## src/design/bmpl_pkg.sv

```systemverilog
package bmpl_pkg;

	typedef enum logic [2:0] {
		PH_HDR  = 3'd0,
		PH_PAL  = 3'd1,
		PH_SKIP = 3'd2,
		PH_PIX  = 3'd3,
		PH_DONE = 3'd4,
		PH_ERR  = 3'd5
	} phase_t;

	typedef enum logic [1:0] {
		PM_1BPP = 2'd0,
		PM_2BPP = 2'd1,
		PM_8BPP = 2'd2,
		PM_RGB  = 2'd3
	} pix_mode_t;

	localparam logic [1:0] KIND_PIXEL  = 2'd0;
	localparam logic [1:0] KIND_HEADER = 2'd1;
	localparam logic [1:0] KIND_ERROR  = 2'd2;

	localparam logic [3:0] ERR_NONE      = 4'd0;
	localparam logic [3:0] ERR_NOT_BMP   = 4'd1;
	localparam logic [3:0] ERR_DIB_SMALL = 4'd2;
	localparam logic [3:0] ERR_PLANES    = 4'd3;
	localparam logic [3:0] ERR_BPP       = 4'd4;
	localparam logic [3:0] ERR_COMPRESS  = 4'd5;
	localparam logic [3:0] ERR_PALETTE   = 4'd6;
	localparam logic [3:0] ERR_DIMS      = 4'd7;
	localparam logic [3:0] ERR_TOO_LARGE = 4'd8;
	localparam logic [3:0] ERR_BEHIND    = 4'd9;

	// byte positions at which a little-endian header field is complete
	localparam logic [31:0] POS_SIG     = 32'd1;
	localparam logic [31:0] POS_OFFSET  = 32'd13;
	localparam logic [31:0] POS_DIB     = 32'd17;
	localparam logic [31:0] POS_WIDTH   = 32'd21;
	localparam logic [31:0] POS_HEIGHT  = 32'd25;
	localparam logic [31:0] POS_PLANES  = 32'd27;
	localparam logic [31:0] POS_BPP     = 32'd29;
	localparam logic [31:0] POS_COMPR   = 32'd33;
	localparam logic [31:0] POS_COLORS  = 32'd49;
	localparam logic [31:0] POS_HDR_END = 32'd53;
	localparam logic [31:0] PAL_START   = 32'd54;

	localparam logic [15:0] BMP_MAGIC = 16'h4D42;
	localparam logic [31:0] DIB_MIN   = 32'd40;

	localparam logic REG_MAX_WIDTH  = 1'b0;
	localparam logic REG_MAX_HEIGHT = 1'b1;

	typedef struct packed {
		logic [1:0]  kind;
		logic [3:0]  err;
		pix_mode_t   mode;
		logic [7:0]  data;
		logic [23:0] rgb;
		logic [3:0]  cnt;
		logic [12:0] xbase;
		logic [12:0] width;
		logic [12:0] height;
		logic [12:0] row;
		logic        last_row;
		logic [5:0]  bpp;
		logic        top;
		logic [2:0]  pc_cap;
		logic        use_pal;
	} item_t;

	function automatic logic [7:0] luma3(input logic [7:0] r, input logic [7:0] g,
		input logic [7:0] b);
		logic [15:0] s;
		s = 16'd77 * 16'(r) + 16'd150 * 16'(g) + 16'd29 * 16'(b);
		return s[15:8];
	endfunction

endpackage

```

## src/design/bmp_stream_to_luma_decoder.sv

```systemverilog
// Channel   Dir  Handshake               Payload
// s_*       in   s_tvalid / s_tready     tdata: data_byte; tuser: first_byte
// m_*       out  m_tvalid / m_tready     tdata: pixel/header/error fields; tuser: kind;
//                                        tlast: last
// APB       in   psel & penable & pwrite paddr 0: max_width, 4: max_height
//
// One byte is taken per cycle while the item register is free. A byte is parsed
// in the cycle it is accepted and its results are held in one item register; a
// 1-bpp byte yields up to eight pixels and a 2-bpp byte up to four, one per
// cycle unless m_tready stalls, each holding the input until the last is out. The
// result register behind the item register lets the next byte enter while a
// result still waits on m_tready. Reset clears the parse state and restores the
// limits to 2048 and 3072; the palette memory is not cleared.
module bmp_stream_to_luma_decoder
	import bmpl_pkg::*;
#(
	parameter int PALETTE_ENTRIES = 256,
	parameter int MAX_DIMENSION   = 4096
) (
	input  logic        clk,
	input  logic        arst_n,
	input  logic        psel,
	input  logic        penable,
	input  logic        pwrite,
	input  logic [2:0]  paddr,
	input  logic [31:0] pwdata,
	output logic [31:0] prdata,
	output logic        pready,
	input  logic        s_tvalid,
	output logic        s_tready,
	input  logic [7:0]  s_tdata,   // [7:0] data_byte
	input  logic [0:0]  s_tuser,   // [0] first_byte
	output logic        m_tvalid,
	input  logic        m_tready,
	// [7:0] lum, [19:8] pixel_x, [31:20] pixel_y, [35:32] error_code,
	// [48:36] image_width, [61:49] image_height, [67:62] bits_per_pixel,
	// [68] top_down, [69] row_end, [70] image_end, [71] zero
	output logic [71:0] m_tdata,
	output logic [1:0]  m_tuser,   // [1:0] kind
	output logic        m_tlast
);

	localparam int AW = (PALETTE_ENTRIES > 1) ? $clog2(PALETTE_ENTRIES) : 1;
	localparam logic [31:0] MAX_DIM = 32'(MAX_DIMENSION);
	localparam logic [31:0] PAL_MAX = 32'(PALETTE_ENTRIES);

	// configuration
	logic [12:0] max_width_q, max_height_q;

	// parse state
	phase_t      phase_q, n_phase, eff_phase;
	logic [31:0] pos_q, n_pos, eff_pos;
	logic [31:0] fa_q, n_fa, eff_fa, f;
	logic [31:0] off_q, n_off;
	logic [31:0] raw_w_q, n_raw_w, raw_h_q, n_raw_h;
	logic [15:0] raw_bpp_q, n_raw_bpp;
	logic        planes_ok_q, n_planes_ok;
	logic [5:0]  bpp_q, n_bpp;
	logic [12:0] w_q, n_w, h_q, n_h;
	logic        top_q, n_top;
	logic [8:0]  pc_q, n_pc;
	logic [14:0] rowlen_q, n_rowlen;
	logic [14:0] rb_q, n_rb;
	logic [12:0] row_q, n_row;
	logic [14:0] col_q, n_col;
	logic [1:0]  bip_q, n_bip;
	logic [23:0] cb_q, n_cb;

	// palette storage; entries 0..3 are mirrored for the 1/2-bpp lanes
	logic [7:0]    pal_mem [PALETTE_ENTRIES];
	logic [7:0]    lut_q [4];
	logic          pal_we;
	logic [7:0]    pal_widx;
	logic [7:0]    pal_wdata;
	logic [7:0]    pal_rd_s1;

	// item register
	item_t       item, s1_q;
	logic        item_vld, s1_vld_q;
	logic [2:0]  s1_k_q;

	logic        accept, out_load, s1_done;
	logic [7:0]  b;

	// scratch for the parse
	logic        do_err, do_end, do_hdr;
	logic [3:0]  err_code;
	logic [31:0] end_next, hgt_abs, lw, lh, rel;
	logic        vb;
	logic [18:0] bits;
	logic [19:0] bits_r;
	logic [17:0] base1, rem1;
	logic [16:0] base2, rem2;
	logic        bip_last;
	logic [13:0] row_inc;

	assign b        = s_tdata;
	assign pready   = 1'b1;
	assign prdata   = {19'd0, paddr[2] ? max_height_q : max_width_q};
	assign out_load = s1_vld_q && (!m_tvalid || m_tready);
	assign s1_done  = out_load && ({1'b0, s1_k_q} + 4'd1 == s1_q.cnt);
	assign s_tready = !s1_vld_q || s1_done;
	assign accept   = s_tvalid && s_tready;

	always_comb begin
		eff_phase = s_tuser[0] ? PH_HDR : phase_q;
		eff_pos   = s_tuser[0] ? 32'd0 : pos_q;
		eff_fa    = s_tuser[0] ? 32'd0 : fa_q;
		f         = {b, eff_fa[31:8]};

		n_phase = eff_phase;  n_fa = eff_fa;   n_off = off_q;
		n_raw_w = raw_w_q;    n_raw_h = raw_h_q; n_raw_bpp = raw_bpp_q;
		n_planes_ok = planes_ok_q; n_bpp = bpp_q; n_w = w_q; n_h = h_q;
		n_top = top_q;        n_pc = pc_q;     n_rowlen = rowlen_q;
		n_rb = rb_q;          n_row = row_q;   n_col = col_q;
		n_bip = bip_q;        n_cb = cb_q;

		item     = '0;
		item_vld = 1'b0;
		do_err   = 1'b0;
		do_end   = 1'b0;
		do_hdr   = 1'b0;
		err_code = ERR_NONE;
		end_next = PAL_START;
		pal_we   = 1'b0;
		pal_widx = '0;
		pal_wdata = luma3(cb_q[23:16], cb_q[15:8], cb_q[7:0]);

		lw      = (32'(max_width_q) > MAX_DIM) ? MAX_DIM : 32'(max_width_q);
		lh      = (32'(max_height_q) > MAX_DIM) ? MAX_DIM : 32'(max_height_q);
		hgt_abs = raw_h_q[31] ? (32'd0 - raw_h_q) : raw_h_q;
		vb      = raw_bpp_q == 16'd1 || raw_bpp_q == 16'd2 || raw_bpp_q == 16'd8 ||
			raw_bpp_q == 16'd24 || raw_bpp_q == 16'd32;
		bits    = 19'(raw_w_q[12:0]) * 19'(bpp_q);
		bits_r  = 20'(bits) + 20'd31;
		rel     = eff_pos - PAL_START;
		base1   = {rb_q, 3'b000};
		rem1    = 18'(w_q) - base1;
		base2   = {rb_q, 2'b00};
		rem2    = 17'(w_q) - base2;
		bip_last = (bpp_q == 6'd32) ? (bip_q == 2'd3) : (bip_q == 2'd2);
		row_inc = 14'(row_q) + 14'd1;

		case (eff_phase)
			PH_HDR: begin
				n_fa = f;
				case (eff_pos)
					POS_SIG: if (f[31:16] != BMP_MAGIC) begin
						do_err = 1'b1; err_code = ERR_NOT_BMP;
					end
					POS_OFFSET: n_off = f;
					POS_DIB: if (f < DIB_MIN) begin
						do_err = 1'b1; err_code = ERR_DIB_SMALL;
					end
					POS_WIDTH:  n_raw_w = f;
					POS_HEIGHT: n_raw_h = f;
					POS_PLANES: n_planes_ok = (f[31:16] == 16'd1);
					POS_BPP:    n_raw_bpp = f[31:16];
					POS_COMPR: begin
						if (!planes_ok_q) begin
							do_err = 1'b1; err_code = ERR_PLANES;
						end else if (!vb) begin
							do_err = 1'b1; err_code = ERR_BPP;
						end else if (!(f == 32'd0 || (raw_bpp_q == 16'd32 && f == 32'd3))) begin
							do_err = 1'b1; err_code = ERR_COMPRESS;
						end else begin
							n_bpp = raw_bpp_q[5:0];
						end
					end
					POS_COLORS: begin
						if (f > PAL_MAX) begin
							do_err = 1'b1; err_code = ERR_PALETTE;
						end else if (raw_w_q == 32'd0 || raw_w_q[31] || hgt_abs == 32'd0 ||
							hgt_abs[31]) begin
							do_err = 1'b1; err_code = ERR_DIMS;
						end else if (raw_w_q > lw || hgt_abs > lh) begin
							do_err = 1'b1; err_code = ERR_TOO_LARGE;
						end else begin
							n_pc     = f[8:0];
							n_w      = raw_w_q[12:0];
							n_h      = hgt_abs[12:0];
							n_top    = raw_h_q[31];
							n_rowlen = {bits_r[17:5], 2'b00};
						end
					end
					POS_HDR_END: begin
						if (pc_q == 9'd0) begin
							do_end = 1'b1; end_next = PAL_START;
						end else begin
							n_phase = PH_PAL;
						end
					end
					default: ;
				endcase
			end
			PH_PAL: begin
				case (rel[1:0])
					2'd0: n_cb[7:0]   = b;
					2'd1: n_cb[15:8]  = b;
					2'd2: n_cb[23:16] = b;
					default: begin
						// commit the entry and look for the end of the palette
						pal_we   = 32'(rel[9:2]) < PAL_MAX;
						pal_widx = rel[9:2];
						if (9'(rel[9:2]) + 9'd1 >= pc_q) begin
							do_end = 1'b1; end_next = eff_pos + 32'd1;
						end
					end
				endcase
			end
			PH_SKIP: if (eff_pos + 32'd1 == off_q) do_hdr = 1'b1;
			PH_PIX: begin
				item.kind     = KIND_PIXEL;
				item.data     = b;
				item.row      = row_q;
				item.width    = w_q;
				item.last_row = (row_inc == 14'(h_q));
				item.pc_cap   = (pc_q >= 9'd4) ? 3'd4 : pc_q[2:0];
				item.use_pal  = {1'b0, b} < pc_q;
				case (bpp_q)
					6'd1: begin
						item.mode = PM_1BPP;
						if (base1 < 18'(w_q)) begin
							item_vld   = 1'b1;
							item.cnt   = (rem1 >= 18'd8) ? 4'd8 : rem1[3:0];
							item.xbase = base1[12:0];
						end
					end
					6'd2: begin
						item.mode = PM_2BPP;
						if (base2 < 17'(w_q)) begin
							item_vld   = 1'b1;
							item.cnt   = (rem2 >= 17'd4) ? 4'd4 : rem2[3:0];
							item.xbase = base2[12:0];
						end
					end
					6'd8: begin
						item.mode = PM_8BPP;
						if (rb_q < 15'(w_q)) begin
							item_vld   = 1'b1;
							item.cnt   = 4'd1;
							item.xbase = rb_q[12:0];
						end
					end
					default: begin
						item.mode = PM_RGB;
						if (col_q < 15'(w_q)) begin
							case (bip_q)
								2'd0: n_cb[7:0]   = b;
								2'd1: n_cb[15:8]  = b;
								2'd2: n_cb[23:16] = b;
								default: ;
							endcase
							if (bip_q == 2'd2) begin
								item_vld   = 1'b1;
								item.cnt   = 4'd1;
								item.xbase = col_q[12:0];
								item.rgb   = {b, cb_q[15:0]};
							end
						end
						// advance the byte-in-pixel and column counters
						if (bip_last) begin
							n_bip = 2'd0;
							n_col = col_q + 15'd1;
						end else begin
							n_bip = bip_q + 2'd1;
						end
					end
				endcase
				n_rb = rb_q + 15'd1;
				if (n_rb >= rowlen_q) begin
					n_rb  = '0;
					n_col = '0;
					n_bip = '0;
					n_row = row_inc[12:0];
					if (row_inc >= 14'(h_q)) n_phase = PH_DONE;
				end
			end
			default: ;
		endcase

		if (do_end) begin
			if (off_q < end_next) begin
				do_err = 1'b1; err_code = ERR_BEHIND;
			end else if (off_q == end_next) begin
				do_hdr = 1'b1;
			end else begin
				n_phase = PH_SKIP;
			end
		end

		if (do_err) begin
			item          = '0;
			item_vld      = 1'b1;
			item.kind     = KIND_ERROR;
			item.err      = err_code;
			item.cnt      = 4'd1;
			n_phase       = PH_ERR;
		end else if (do_hdr) begin
			item          = '0;
			item_vld      = 1'b1;
			item.kind     = KIND_HEADER;
			item.cnt      = 4'd1;
			item.width    = w_q;
			item.height   = h_q;
			item.bpp      = bpp_q;
			item.top      = top_q;
			n_phase       = PH_PIX;
			n_rb  = '0; n_col = '0; n_row = '0; n_cb = '0; n_bip = '0;
		end

		if (n_phase == PH_PIX || n_phase == PH_DONE || n_phase == PH_ERR) n_pos = eff_pos;
		else n_pos = eff_pos + 32'd1;
	end

	// control state
	always_ff @(posedge clk or negedge arst_n) begin
		if (!arst_n) begin
			max_width_q  <= 13'd2048;
			max_height_q <= 13'd3072;
			phase_q      <= PH_HDR;
			pos_q        <= '0;
			fa_q         <= '0;
			off_q        <= '0;
			raw_w_q      <= '0;
			raw_h_q      <= '0;
			raw_bpp_q    <= '0;
			planes_ok_q  <= 1'b0;
			bpp_q        <= '0;
			w_q          <= '0;
			h_q          <= '0;
			top_q        <= 1'b0;
			pc_q         <= '0;
			rowlen_q     <= '0;
			rb_q         <= '0;
			row_q        <= '0;
			col_q        <= '0;
			bip_q        <= '0;
			cb_q         <= '0;
			s1_vld_q     <= 1'b0;
			s1_k_q       <= '0;
			m_tvalid     <= 1'b0;
		end else begin
			if (psel && penable && pwrite) begin
				unique case (paddr[2])
					REG_MAX_WIDTH:  max_width_q  <= pwdata[12:0];
					REG_MAX_HEIGHT: max_height_q <= pwdata[12:0];
					default: ;
				endcase
			end
			if (accept) begin
				phase_q <= n_phase;  pos_q <= n_pos;   fa_q <= n_fa;    off_q <= n_off;
				raw_w_q <= n_raw_w;  raw_h_q <= n_raw_h; raw_bpp_q <= n_raw_bpp;
				planes_ok_q <= n_planes_ok; bpp_q <= n_bpp; w_q <= n_w; h_q <= n_h;
				top_q <= n_top;      pc_q <= n_pc;     rowlen_q <= n_rowlen;
				rb_q <= n_rb;        row_q <= n_row;   col_q <= n_col;
				bip_q <= n_bip;      cb_q <= n_cb;
				s1_vld_q <= item_vld;
				s1_k_q   <= '0;
			end else if (out_load) begin
				// step to the next pixel of this byte, drop the item after its last
				s1_k_q <= s1_k_q + 3'd1;
				if (s1_done) s1_vld_q <= 1'b0;
			end
			if (out_load) m_tvalid <= 1'b1;
			else if (m_tready) m_tvalid <= 1'b0;
		end
	end

	// palette memory and item payload
	always_ff @(posedge clk) begin
		if (accept && pal_we) begin
			pal_mem[pal_widx[AW-1:0]] <= pal_wdata;
			if (pal_widx < 8'd4) lut_q[pal_widx[1:0]] <= pal_wdata;
		end
		if (accept) begin
			pal_rd_s1 <= pal_mem[b[AW-1:0]];
			s1_q      <= item;
		end
	end

	// result stage
	logic [12:0] xk;
	logic [7:0]  sh1, sh2;
	logic [1:0]  idx2;
	logic [7:0]  small_lum, lum;
	logic        re;

	always_comb begin
		xk   = s1_q.xbase + 13'(s1_k_q);
		sh1  = s1_q.data << s1_k_q;
		sh2  = s1_q.data << {s1_k_q[1:0], 1'b0};
		idx2 = (s1_q.mode == PM_1BPP) ? {1'b0, sh1[7]} : sh2[7:6];
		small_lum = ({1'b0, idx2} < s1_q.pc_cap) ? lut_q[idx2] : {6'd0, idx2};
		case (s1_q.mode) inside
			PM_1BPP, PM_2BPP: lum = small_lum;
			PM_8BPP:          lum = s1_q.use_pal ? pal_rd_s1 : s1_q.data;
			default:          lum = luma3(s1_q.rgb[23:16], s1_q.rgb[15:8], s1_q.rgb[7:0]);
		endcase
		re = (14'(xk) + 14'd1 == 14'(s1_q.width));
	end

	always_ff @(posedge clk) begin
		if (out_load) begin
			m_tuser <= s1_q.kind;
			m_tlast <= ({1'b0, s1_k_q} + 4'd1 == s1_q.cnt);
			m_tdata <= '0;
			case (s1_q.kind)
				KIND_PIXEL: begin
					m_tdata[7:0]   <= lum;
					m_tdata[19:8]  <= xk[11:0];
					m_tdata[31:20] <= s1_q.row[11:0];
					m_tdata[69]    <= re;
					m_tdata[70]    <= re && s1_q.last_row;
				end
				KIND_HEADER: begin
					m_tdata[48:36] <= s1_q.width;
					m_tdata[61:49] <= s1_q.height;
					m_tdata[67:62] <= s1_q.bpp;
					m_tdata[68]    <= s1_q.top;
				end
				default: m_tdata[35:32] <= s1_q.err;
			endcase
		end
	end

	a_k_in_range: assert property (@(posedge clk) disable iff (!arst_n)
		s1_vld_q |-> ({1'b0, s1_k_q} < s1_q.cnt))
		else $error("item sub-index past its result count");

	a_done_silent: assert property (@(posedge clk) disable iff (!arst_n)
		(accept && phase_q == PH_DONE && !s_tuser[0]) |=> !s1_vld_q)
		else $error("byte after image end produced a result");

	a_err_code: assert property (@(posedge clk) disable iff (!arst_n)
		(m_tvalid && m_tuser == KIND_ERROR) |-> (m_tdata[35:32] != ERR_NONE && m_tlast))
		else $error("error result without code or not last");

	a_hdr_last: assert property (@(posedge clk) disable iff (!arst_n)
		(m_tvalid && m_tuser == KIND_HEADER) |-> m_tlast)
		else $error("header result not last");

endmodule

```

## config.mk

```make
export PLATFORM = sky130hd
export DESIGN_NAME = bmp_stream_to_luma_decoder
export DESIGN_NICKNAME = d
export VERILOG_FILES = /design/src/design/bmpl_pkg.sv /design/src/design/bmp_stream_to_luma_decoder.sv
export SDC_FILE = /design/constraint.sdc
export NUM_CORES = 2
export LEC_CHECK = 0
export BUFFER_PORTS_ARGS = -buffer_cell sky130_fd_sc_hd__buf_4
export CAP_MARGIN = 25
export CORE_UTILIZATION = 45
export DETAILED_ROUTE_END_ITERATION = 16
export PLACE_DENSITY = 0.7
export SYNTH_ARGS = -nofsm -noshare
export SYNTH_HDL_FRONTEND = slang
export SYNTH_SLANG_ARGS = --single-unit
export TNS_END_PERCENT = 1
```

## constraint.sdc

```tcl
create_clock -name clk -period 14.6 [get_ports clk]
set_clock_uncertainty 0.1 [all_clocks]
set_input_delay 1.46 -clock clk [delete_from_list [all_inputs] [get_ports clk]]
set_output_delay 1.46 -clock clk [all_outputs]
set_load 0.05 [all_outputs]
```

Word-level counts from Yosys, hierarchy flattened
Memory sizes are Yosys's and may differ from the RTL's. A register that Yosys moved wholly into a read port is not among the register bits.
Cells that the tools add are included.
Cells by class
  add/subtract/negate cells: 19
  multiply operators: 7
  order comparisons: 20
  equal/unequal tests: 41
  shifts and indexed selects: 2
  mux-type cells: 134
  bitwise gates (word level): 8
  reductions and logical operators: 54
Operators with widths (count)
  two-way mux 32 bit: 8
  equality test 32 x 5 -> 1 bit (second input constant): 5
  two-way mux 15 bit: 10
  two-way mux 24 bit: 5
  two-way mux 107 bit: 1
  two-way mux 106 bit: 1
  equality test 32 x 6 -> 1 bit (second input constant): 3
  logical NOT 32 bit: 3
  two-way mux 8 bit: 12
  two-way mux 13 bit: 7
  two-way mux 41 bit: 2
  equality test 32 bit: 2
  > comparator 32 x 13 -> 1 bit: 2
  two-way mux 64 bit: 1
  multiplier 7 x 8 -> 15 bit (first input constant): 4
  case mux 17 bit (3 select lines): 1
  two-way mux 3 bit: 16
  case mux 24 bit (2 select lines): 1
  two-way mux 1 bit: 42
  two-way mux 4 bit: 9
  two-way mux 17 bit: 2
  adder 15 x 16 -> 16 bit: 2
  adder 16 x 13 -> 16 bit: 2
  adder 32 x 1 -> 32 bit (second input constant): 1
  other kinds (74): 143
Storage, ports and cells
  register bits after elaboration: 508
  RAM bits: 2080
  bits of input ports: 51
  output and inout bits: 110
  memories: 2
Memories
  pal_mem: depth 256, width 8, read ports 1, clocked after Yosys merged registers in 1, write ports 1, line bmp_stream_to_luma_decoder.sv:70  | logic [7:0] pal_mem [PALETTE_ENTRIES];
  lut_q: depth 4, width 8, read ports 1, clocked after Yosys merged registers in 0, write ports 1, line bmp_stream_to_luma_decoder.sv:71  | logic [7:0] lut_q [4];

Longest topological paths before layout
  depth after elaboration: 17
  depth in mapped cells: 36

Least setup slack after synthesis
Ideal clock, no wire load.
  path kind: reg-to-reg
  start: reg cb_q[11]
  end: mem lut_q[0][7] (data pin)
  arrival: 13198 ps
  required time: 12821 ps
  path slack: -377 ps
  stages on the path, launching flop included: 25
  buffers on the path: 0
  period minus slack after synthesis: 14977 ps
  cell sequence: dfrtp_1 -> ha_1 -> ha_1 -> ha_1 -> inv_1 -> fa_1 -> inv_1 -> ha_1 -> a21boi_0 -> o21ai_0 -> a21boi_0 -> nor2_1 -> ha_1 -> inv_1 -> fa_1 -> fa_1 -> inv_1 -> fa_1 -> ha_1 -> and3_1 -> a21oi_1 -> o21ai_0 -> o41ai_1 -> o21ai_0 -> xnor2_1
Between the ends
  cells in the longest elaborated chain, start to end: 3
RTL lines
  start: declaration: line bmp_stream_to_luma_decoder.sv:67  | logic [23:0] cb_q, n_cb;
  start signal: assignment: line bmp_stream_to_luma_decoder.sv:357  | bip_q <= n_bip; cb_q <= n_cb;
  multiplier 7 x 8 -> 15 bit: line bmpl_pkg.sv:74  | s = 16'd77 * 16'(r) + 16'd150 * 16'(g) + 16'd29 * 16'(b);
  adder 15 x 16 -> 16 bit: line bmpl_pkg.sv:74
  adder 16 x 13 -> 16 bit: line bmpl_pkg.sv:74
  net pal_wdata[7]: line bmp_stream_to_luma_decoder.sv:74  | logic [7:0] pal_wdata;
  end: declaration: line bmp_stream_to_luma_decoder.sv:71
The timed path passes the listed nets, and every way through them passes these cells.

Final worst setup path
  start: reg cb_q[13]
  end: mem pal_mem[74][7] (data pin)
Between the ends
  cells in the longest elaborated chain, start to end: 3
RTL lines (line)
  multiplier 7 x 8 -> 15 bit: bmpl_pkg.sv:74
  adder 15 x 16 -> 16 bit: bmpl_pkg.sv:74
  adder 16 x 13 -> 16 bit: bmpl_pkg.sv:74
  net pal_wdata[7]: bmp_stream_to_luma_decoder.sv:74
  end: declaration: bmp_stream_to_luma_decoder.sv:70
The timed path passes the listed nets, and every way through them passes these cells.

==> results.txt <==
Post-synth EDFFs = 2269
f_max = 109.6 MHz
chip width = 516.4 um
drt wl/cell = 26.10 um
Clk Latency, worst-skew pair = 0.93 ns
Hold WC Path Type = reg -> reg
Slew Limit Fails = 0
setup ws final = 5.473 ns
drt drc = 0
CP Capture Point = pal_mem[74][7]
total global-route track usage = 22.00%
Core Region = 262700 um2
Die ar. = 266700 um2
GPL Wtd Cong = 0.8997
Reg-to-Reg End = pal_mem[74][7]
Worst Path Arrival = 9.57 ns
Post-CTS Setup Repair Bufs = 0
unrepaired setup endpoints after global routing = false
max-cap violations = 0
CTS max path bufs = 4
share of cells above drive strength 1 = 19.55%
top cells by area, synth = edfxtp_1 (57%), mux4_2 (13%), dfrtp_1 (6.8%)
post-synth cell types = 101
via count of the first global-routing pass = 66400
Worst setup startpoint = cb_q[13]
Ports = 161
Clock Pin Slew Worst Setup and Hold Paths = 0.06 ns
Worst VDD drop = 1735 uV
# port buffers = 118
Final ANT Viol Nets = 0
row count = 188
Post-Synthesis Cells = 7378
syn avg cell area = 16.14 um2
final HPWL from detailed placement = 180600 um
most frequent cell after synthesis = edfxtp_1
total vias in the final route = 66670
PwrDens = 209.4 nW/um2
largest net degree at the start of global routing = 220
worst endpoint required time = 15.04 ns
Synth Warn # = 0
Post-Place Worst Slack = 5.169 ns
ys async rst share = 12.60%
Setup violations, final = 0
LEAKAGE = 46.21 nW
crit-path max FO = 88
DRT Wirelength = 292900 um
1st-pass router iterations = 8
post_cts resized = 0
initial antenna violation count = 10
Synth Cell Area = 119100 um2
die height = 516.4 um
cts bufs inserted = 284
Area Overhead vs Synth = 11.75%
ys flop type = edfxtp_1
DR iter-0 viols = 7876
critical path class = reg -> reg
cell taking the most area after synthesis = edfxtp_1
status = complete, no violations
first-pass GRT wire length = 436400 um
#FFs+latches synth = 2596
FF-to-FF path depth = 27
worst rel slew slack = 17.06%
register area share after synthesis = 64.09%
startpoint type of the worst setup path = flip-flop
Final Critical Period = 9.127 ns
Tcrit/Tclk final = 62.51%
Fin. Hold Viols = 0
setup tns final = 0 ns
Synth top area share = 57.22%
Worst R2R Setup Slack = 5.47 ns
Post-synth top cells = edfxtp_1 (2269), mux4_2 (690), nand2_1 (489), nor2_1 (457), inv_1 (399)
TritonCTS clock tree = done
Vias/cell = 5.940
CP Capture Type = flip-flop
hold-fix buffer count after cts = 0
CTS HTree Levels = 5
grt ovf = 0
Worst-Margin Slew = 1.244 ns
r2r startpoint = cb_q[13]
CTS root buf = clkbuf_16
final net count = 8076
clock sinks = 2596
Initial Util = 45.32%
## flip-flops by register name, indices dropped and copies added, names as in the netlist, 15 cells and up
signal     cells
pal_mem     2048
s1_q         107
m_tdata       71
lut_q         32
off_q         32
pos_q         32
raw_h_q       32
raw_w_q       32
cb_q          24
fa_q          24
raw_bpp_q     16
col_q         15
rb_q          15
## kinds of logic (layout without fill, tap and decap cells)
group	Yosys count	in the layout	share of synthesized area, %
flip-flops	2596	2596	64.09
AND/OR/NAND/NOR	1685	1685	6.910
multiplexers	832	832	14.34
buffers and inverters	805	1108	2.658
AO/OA/AOI/OAI	742	742	3.973
adder cells (fa/ha/maj)	530	530	6.565
XOR/XNOR	186	186	1.450
other	2	31	0.006307
## power breakdown
part           leakage (nW)  switching (mW)  internal, mW  total (mW)
sequential             24.1           0.268          11.8        12.1
clock                  4.46            2.90          4.16        7.06
combinational          17.7            6.42          2.31        8.73
total                  46.2            9.59          18.3        27.9
## layout by cell type (no fill, tap or decap), drive strengths merged, types with 46 or more instances in the layout
master  Yosys  layout
and2      110     110
edfxtp   2269    2269
clkbuf    299     336
buf       104     214
nand3      92      92
nand2b     46      46
clkinv      1     113
and3       76      76
a21oi     131     131
nor4       68      68
nand2     490     490
fa        158     158
xor2       62      62
mux4      690     690
a21o       46      46
nand4      66      66
nor2      457     457
inv       401     408
nor2b      67      67
dfrtp     324     324
ha        372     372
mux2       95      95
xnor2     117     117
o21ai     282     282
mux2i      47      47
nor3       79      79
## layout make-up
class                   count  area [um2]
diodes                     10       25.02
clock buffers             335        7577
clock inverters           156        1524
fillers                 21010      129700
inverters                 402        1514
multi-input cells        3996       39830
flip-flops and latches   2596       76320
well taps                3515        4398
repair buffers            215        1876
## stage by stage
step	utilization, %	cells	power, mW	instance area (um2)	hold WS, ns
after floorplan	-	7397	16.03	119200	0.3474
after global placement	47.09	10710	20.53	123700	0.3615
after detailed placement	47.12	10720	20.95	123800	0.3683
after CTS	50.58	11210	27.99	132900	0.3777
after global routing	50.64	11220	29.23	133000	0.3981
final	50.64	11230	27.86	133100	0.3767
## how the worst min path moves through the flow
stage | startpoint | to | slack, ns | cells past startpoint
6_report | s1_vld_q | m_tvalid | 0.38 | 1
5_1_grt | raw_w_q[13] | raw_w_q[13] | 0.40 | 2
4_1_cts | s1_vld_q | m_tvalid | 0.38 | 1
3_5_place_dp | s1_vld_q | m_tvalid | 0.37 | 1
3_3_place_gp | s1_vld_q | m_tvalid | 0.36 | 1
2_1_floorplan | s1_vld_q | m_tvalid | 0.35 | 1
## critical path: stages (launching register included)
cell and delay [ns]:
dfrtp_1 0.53, ha_1 0.30, ha_1 0.28, ha_1 0.28, inv_1 0.04, fa_1 0.48, inv_1 0.04, ha_1 0.29
a21boi_0 0.24, o21ai_0 0.14, a21boi_0 0.24, nor2_1 0.08, ha_1 0.27, inv_1 0.05, fa_1 0.49, fa_1 0.55
inv_1 0.05, fa_1 0.45, ha_1 0.36, and3_1 0.17, a21oi_1 0.11, o21ai_0 0.24, o41ai_1 0.73, o21ai_0 0.39
xnor2_4 0.35, buf_4 0.26, buf_16 0.32, buf_4 0.82
## layer usage
metal  GRT usage, %  share of wire [%]  vias up
met3          4.320                8.5      542
met4          7.629                3.3        4
met1          30.12                 40    34500
met2          35.17                 48     2959
met5              0             0.0092        -
li1               -                  -    28670
No activity file was read; power rests on OpenSTA's default activity.
